### config.mk
export PLATFORM = sky130hd
export DESIGN_NAME = ppdc_sqrt_cell
export DESIGN_NICKNAME = d
export VERILOG_FILES = /design/src/rtl/ppdc_pkg.sv /design/src/rtl/ppdc_sqrt_cell.sv
export VERILOG_INCLUDE_DIRS = /design/src /design/src/rtl
export SDC_FILE = /design/constraint.sdc
export NUM_CORES = 1
export LEC_CHECK = 0
export ABC_AREA = 1
export BUFFER_PORTS_ARGS = -buffer_cell sky130_fd_sc_hd__clkbuf_2
export CORE_MARGIN = 5
export CORE_UTILIZATION = 41
export CTS_BUF_LIST = sky130_fd_sc_hd__clkbuf_8
export DETAILED_ROUTE_END_ITERATION = 8
export PLACE_DENSITY = 0.7
export SLEW_MARGIN = 20
export SYNTH_ARGS = -nofsm -noshare
export SYNTH_HDL_FRONTEND = slang
export SYNTH_SLANG_ARGS = --single-unit
### constraint.sdc
create_clock -name clock -period 3.6 [get_ports clock]
set_clock_uncertainty 0.15 [all_clocks]
set_input_delay 0.18 -clock clock [delete_from_list [all_inputs] [get_ports clock]]
set_output_delay 0.18 -clock clock [all_outputs]
set_load 0.02 [all_outputs]
### src/rtl/point_pair_distance_cutoff_top_defines.svh
// Assertion macros for the point pair distance block.
// Included by the modules that carry concurrent checks; needs signals clock and reset.
`ifndef POINT_PAIR_DISTANCE_CUTOFF_TOP_DEFINES_SVH
`define POINT_PAIR_DISTANCE_CUTOFF_TOP_DEFINES_SVH

// Same-cycle implication, checked out of reset.
`define PPDC_ASSERT_NOW(label, ante, cons) \
   label: assert property (@(posedge clock) disable iff (reset) (ante) |-> (cons)) \
      else $error("ppdc check failed");

// Implication after a fixed number of clock edges.
`define PPDC_ASSERT_AFTER(label, ante, n, cons) \
   label: assert property (@(posedge clock) disable iff (reset) (ante) |-> ##(n) (cons)) \
      else $error("ppdc latency check failed");

`endif

### src/rtl/ppdc_pkg.sv
// Shared widths, types and register codes of the point pair distance block.
// No dependencies; used by every module through scoped names.
`timescale 1ns / 1ps

package ppdc_pkg;

   localparam int COORD_WIDTH = 32;
   localparam int CUTOFF_W    = 31;
   localparam int DIST_W      = 33;

   // |difference| <= 2^COORD_WIDTH, so one bit more than a coordinate
   localparam int DIFF_W  = COORD_WIDTH + 1;
   localparam int SQ_W    = 2 * COORD_WIDTH + 1;
   localparam int SUM_W   = 2 * COORD_WIDTH + 2;
   localparam int ROOT_W  = SUM_W / 2;
   localparam int REM_W   = ROOT_W + 2;
   localparam int CELLS   = ROOT_W;
   localparam int CMP_W   = (DIFF_W > CUTOFF_W) ? DIFF_W : CUTOFF_W;
   localparam int SAT_W   = (ROOT_W > DIST_W) ? ROOT_W : DIST_W;
   localparam int FRONT_STAGES = 3;
   // edges from the accepting edge to the edge that takes the result
   localparam int ACCEPT_TO_RSP = FRONT_STAGES + CELLS + 1;

   localparam int CSR_INDEX_W = 1;
   localparam logic [CSR_INDEX_W-1:0] CSR_CUTOFF_ENABLE = 1'd0;
   localparam logic [CSR_INDEX_W-1:0] CSR_CUTOFF        = 1'd1;

   // sideband that travels with every beat along the pipeline
   typedef struct packed {
      logic                valid;
      logic                clipped;
      logic [CUTOFF_W-1:0] cutoff;
   } tag_type;

endpackage

### src/rtl/ppdc_sqrt_cell.sv
// One cell of the square root chain: retires one root bit per beat.
// Depends on ppdc_pkg and the assertion macro header.
`timescale 1ns / 1ps
`include "point_pair_distance_cutoff_top_defines.svh"

module ppdc_sqrt_cell (
   input  logic                           clock,
   input  logic                           reset,
   input  ppdc_pkg::tag_type              tag_in,
   input  logic [ppdc_pkg::SUM_W-1:0]     rad_in,
   input  logic [ppdc_pkg::ROOT_W-1:0]    root_in,
   input  logic [ppdc_pkg::REM_W-1:0]     rem_in,
   output ppdc_pkg::tag_type              tag_out,
   output logic [ppdc_pkg::SUM_W-1:0]     rad_out,
   output logic [ppdc_pkg::ROOT_W-1:0]    root_out,
   output logic [ppdc_pkg::REM_W-1:0]     rem_out
);

   logic [ppdc_pkg::REM_W-1:0]  rem_shift;
   logic [ppdc_pkg::REM_W-1:0]  trial;
   logic                        fits;
   logic [ppdc_pkg::REM_W-1:0]  rem_in_next;
   logic [ppdc_pkg::ROOT_W-1:0] root_in_next;
   logic [ppdc_pkg::SUM_W-1:0]  rad_in_next;
   ppdc_pkg::tag_type           tag_ff;
   logic [ppdc_pkg::SUM_W-1:0]  rad_ff;
   logic [ppdc_pkg::ROOT_W-1:0] root_ff;
   logic [ppdc_pkg::REM_W-1:0]  rem_ff;

   always_comb begin
      // bring down the next two radicand bits, try root*4+1
      rem_shift    = {rem_in[ppdc_pkg::REM_W-3:0], rad_in[ppdc_pkg::SUM_W-1 -: 2]};
      trial        = {root_in, 2'b01};
      fits         = (rem_shift >= trial);
      rem_in_next  = fits ? (rem_shift - trial) : rem_shift;
      root_in_next = {root_in[ppdc_pkg::ROOT_W-2:0], fits};
      rad_in_next  = {rad_in[ppdc_pkg::SUM_W-3:0], 2'b00};
   end

   always_ff @(posedge clock) begin
      rad_ff  <= rad_in_next;
      root_ff <= root_in_next;
      rem_ff  <= rem_in_next;
      if (reset) begin
         tag_ff <= '0;
      end else begin
         tag_ff <= tag_in;
      end
   end

   assign tag_out  = tag_ff;
   assign rad_out  = rad_ff;
   assign root_out = root_ff;
   assign rem_out  = rem_ff;

   // partial remainder never exceeds twice the partial root
   `PPDC_ASSERT_NOW(a_rem_bound, tag_ff.valid,
                    rem_ff <= (ppdc_pkg::REM_W'(root_ff) << 1))

endmodule

Word-level counts from Yosys, hierarchy flattened
Cells that the tools add are included.
{"block": "totals", "ff_bits": 165, "elab_cells": 9, "mem_bits_rw": 0, "latchBits": 0, "in_bits": 169, "rom_bits": 0, "out_inout_bits": 167, "memories": 0}
{"block": "op_classes", "n_mux": 1, "div_mod_pow": 0, "bitwise_logic": 0, "shifts": 0, "reduce_logical": 0, "eq_ne": 0, "add_sub_neg": 1, "multipliers": 0, "n_lt_le_gt_ge": 1}
{"cell": "$ge 35x35->1", "count": 1}
{"cell": "$mux 35", "count": 1}
{"cell": "$sub 35x35->35", "count": 1}

Logic depth before layout (Yosys ltp)
{"block": "depth", "ltp_word": 2, "ltp_mapped": 16, "mapped_depth_nobuf": 15}

Worst setup path after synthesis
No wires, ideal clock.
{"block": "synth_path", "path_kind": "input to register", "start": "input port root_in[15] (netlist name)", "end": "register rem_ff, in the netlist rem_out[17]", "path_slack_ps": 1730, "path_stages": 16, "required_time_ps": 3338, "arrival_time_ps": 1608, "n_path_buf": 2, "path_cell_list": "inv_1 -> ha_1 -> nand2_1 -> inv_1 -> nand2_1 -> nand2_1 -> inv_1 -> nand2_1 -> a21oi_1 -> nand2_1 -> nand2_1 -> nand2_2 -> buf_6 -> buf_6 -> nand2_1 -> nand2_1"}
{"block": "synth_via", "elab_chain_len": 2}
{"element": "start, declared", "line": "ppdc_sqrt_cell.sv:11", "text": "input logic [ppdc_pkg::ROOT_W-1:0] root_in,"}
{"element": "$sub 35x35->35 or $ge 35x35->1 (tied branches)", "line": "ppdc_sqrt_cell.sv:35, ppdc_sqrt_cell.sv:34"}
{"element": "$mux 35 *", "line": "ppdc_sqrt_cell.sv:35", "text": "rem_in_next = fits ? (rem_shift - trial) : rem_shift;"}
{"element": "via rem_in_next, one bit", "line": "ppdc_sqrt_cell.sv:22", "text": "logic [ppdc_pkg::REM_W-1:0] rem_in_next;"}
{"element": "end signal, assigned", "line": "ppdc_sqrt_cell.sv:43", "text": "rem_ff <= rem_in_next;"}
{"element": "end, declared", "line": "ppdc_sqrt_cell.sv:28", "text": "logic [ppdc_pkg::REM_W-1:0] rem_ff;"}
Mark *: on every way through the listed nets, which the timed path passes. The rest lies on a longest branch.
A chain may end at the register's enable or synchronous reset.

Worst setup path after layout
{"block": "layout_path", "start": "input port root_in[22] (netlist name)", "end": "register rem_ff, in the netlist rem_out[24]"}
The elaborated chain is that of the path after synthesis.

==> flow_summary.ini <==
[drt]
first_pass_iters = 5
avgRoutedWirePerCell_um = 15.6
via_count = 7321
wl_um = 25600
dr.first_iter.drc_count = 333
ant_nets = 0
drc = 0
viasPerCell = 4.45

[timing]
period_needed_ns = 2.92
fin_crit_sh = 0.812
max_freq_mhz = 342
rsz0062_at_grt = false
slew_headroom = 0.544
slew_violations = 0
tightest_slew_ns = 0.684
final-setup-viol-count = 0
hold_viol = 0
tns_ns = 0
final.setup.worst_slack_ns = 0.676
fin_hold_ws_ns = 0.0919

[floorplan]
fp-row-count = 47
chipHeight_um = 139
io_pins = 336
die_area_mm2 = 0.0192
start_util = 0.414
core-area_mm2 = 0.0164
chipWidth_um = 139

[pwr]
power_density_mw_per_mm2 = 433
p_leak_nw = 6.12
peakVddDrop_mv = 0.234
totalPowerFinal_w = 0.00463

[synthesis]
synth-main-ff-cell = dfxtp_1
yosysMostFrequentCell = nand2_1
yosysTopAreaCellShare = 0.486
synthCells = 909
syn_area_mm2 = 0.00679
synth-async-reset-ratio = 0
synth.distinct_cells = 29
synth-edff-count = 0
synthTopCellsByArea = dfxtp_1 49%, nand2_1 17%, inv_1 10%
ys_seq_area_frac = 0.486
syn_avg_cell_area_um2 = 7.47
synth-seq-cells = 165
ys_warn_count = 0
yosys-top-cells-count = 301 x nand2_1, 183 x inv_1, 165 x dfxtp_1, 78 x nor2_1, 35 x ha_1
synth_top_cell_by_area = dfxtp_1

[clock_tree]
clock_tree.root_cell = clkbuf_8
clock_sinks = 165
cts_buffers = 17
htree_levels = 4
post_cts_buffers = 0
clk_pin_slew_ns = 0.10
cts_tree = yes
clockBufferDepth = 2

[critical_path]
cpPeakStageDelay_ns = 0.53
critPathKind = in -> reg
arrival_ns = 3.16
worstSetupEndpointType = register
cp-start-kind = input port
slowest_stage = inv_2
crit_required_ns = 3.84
crit_path_frequent_cell = nand2_1
cp_top_family = buffers and inverters
cp_max_fo = 34
path_buf_inv = 5
cp_num_cells = 17
crit_chain = dlygate4sd3_1, clkbuf_2, inv_1, ha_1, nand2_1, nand2_1, inv_1, nor2_1, nor2_1, nand2_1, a21oi_1, nand2_1, nand2_1, nand2_2, inv_2, nand2_1, nand2_1

[cells_and_area]
seq_area_mm2 = 0.00330
areaGrowthSynthToFinish_pct = 57.7
postLayoutCoreUtil = 0.653
multi_input_area_mm2 = 0.00270
nets = 1616
drive_gt1_frac = 0.272
fillers = 1378

[place]
dp_slack_ns = 0.779
place.gp.congestion = 0.970
port_buffers = 331
dp_hpwl_um = 19300

[grt]
grt_pass1_vias = 7533
track_usage = 0.265
gr-total-overflow = 0
grt_antenna_before_repair = 1
grt_start_max_net_pins = 35
grt_pass1_wl_um = 40600

[flow_run]
timing.max_cap.violations = 0

[min_path]
hold_path.class = in -> reg
hold_depth = 6

[status]
status = finished, final reports clean
power by group:
part / total [W] / internal, W / switching (W)
clock network: 0.00142 / 0.000601 / 0.000822
logic: 0.00119 / 0.000460 / 0.000728
registers: 0.00202 / 0.00198 / 0.0000452
cells by family after synthesis:
logic type | Yosys count | share of synthesized area
simple gates | 445 | 0.271
buf+inv | 197 | 0.117
flops | 165 | 0.486
compound gates | 48 | 0.0372
fa+ha+maj | 35 | 0.0645
xor+xnor | 18 | 0.0232
other cells | 1 | 0.000552
registers in the layout, indices dropped and copies added (netlist names):
register  cells
rad_out      64
rem_out      35
root_out     33
tag_out      33
per-layer routing:
metal | wire (µm) | vias to the layer above | global-route usage | part of all wire
met5 | 0 | - | 0 | 0
met2 | 13000 | 247 | 0.485 | 0.51
met1 | 10600 | 3313 | 0.310 | 0.41
met4 | 639 | 0 | 0.0767 | 0.025
li1 | - | 3717 | - | -
met3 | 1420 | 44 | 0.0624 | 0.055
placed cells by master, fill, tap and decap left out, types with 2 or more instances in the layout:
master         netlist  layout
nand2_1            301     301
nand3b_1             2       2
clkbuf_2             0     331
inv_8                0       5
nand2_2              5       5
o21ai_1              2       2
nand4_1              5       5
clkinv_4             0       2
ha_1                35      35
o21ai_0             13      13
xor2_1              17      17
dlygate4sd3_1        0     164
o21bai_1             3       3
nor3_1               4       4
dfxtp_1            165     165
and2_1               2       2
nor2_2               5       5
clkbuf_8             0      17
a21oi_1             28      28
clkinv_8             0       5
conb_1               1       2
nor2_1              78      78
inv_1              183     183
nand3_2             11      11
nand3_1             30      30
worst min-delay path, stage by stage:
cell and delay, ns:
clkbuf_2 0.08, inv_1 0.04, ha_1 0.19, nand2_1 0.07, nand3_1 0.06, nand2_1 0.04
through the flow:
step | std cells | instance area (µm²)
after global routing | 1646 | 10700
after detailed placement | 1449 | 8630
after floorplan | 910 | 6800
after global placement | 1449 | 8630
after CTS | 1645 | 10700
final | 1646 | 10700
what timing repair did:
action / CTS / global route
hold buffers: 164 / 0
gates resized for setup: 0 / 0
setup endpoints to repair: 0 / 0
endpoints found under the hold margin: 164 / 0
final cells by class:
class | count | share of cell area
Clock buffer | 17 | 0.0218
Inverter | 184 | 0.0645
Timing Repair Buffer | 496 | 0.309
Sequential cell | 165 | 0.308
Tap cell | 220 | 0.0257
Antenna cell | 1 | 0.000234
Clock inverter | 15 | 0.0188
Multi-Input combinational cell | 548 | 0.252
final timing paths:
path,start,to,slack (ns)
worst max-delay path,root_in[22],rem_out[24],0.68
worst min-delay path,root_in[32],rem_out[34],0.09
No activity file was read; power rests on OpenSTA's default activity.
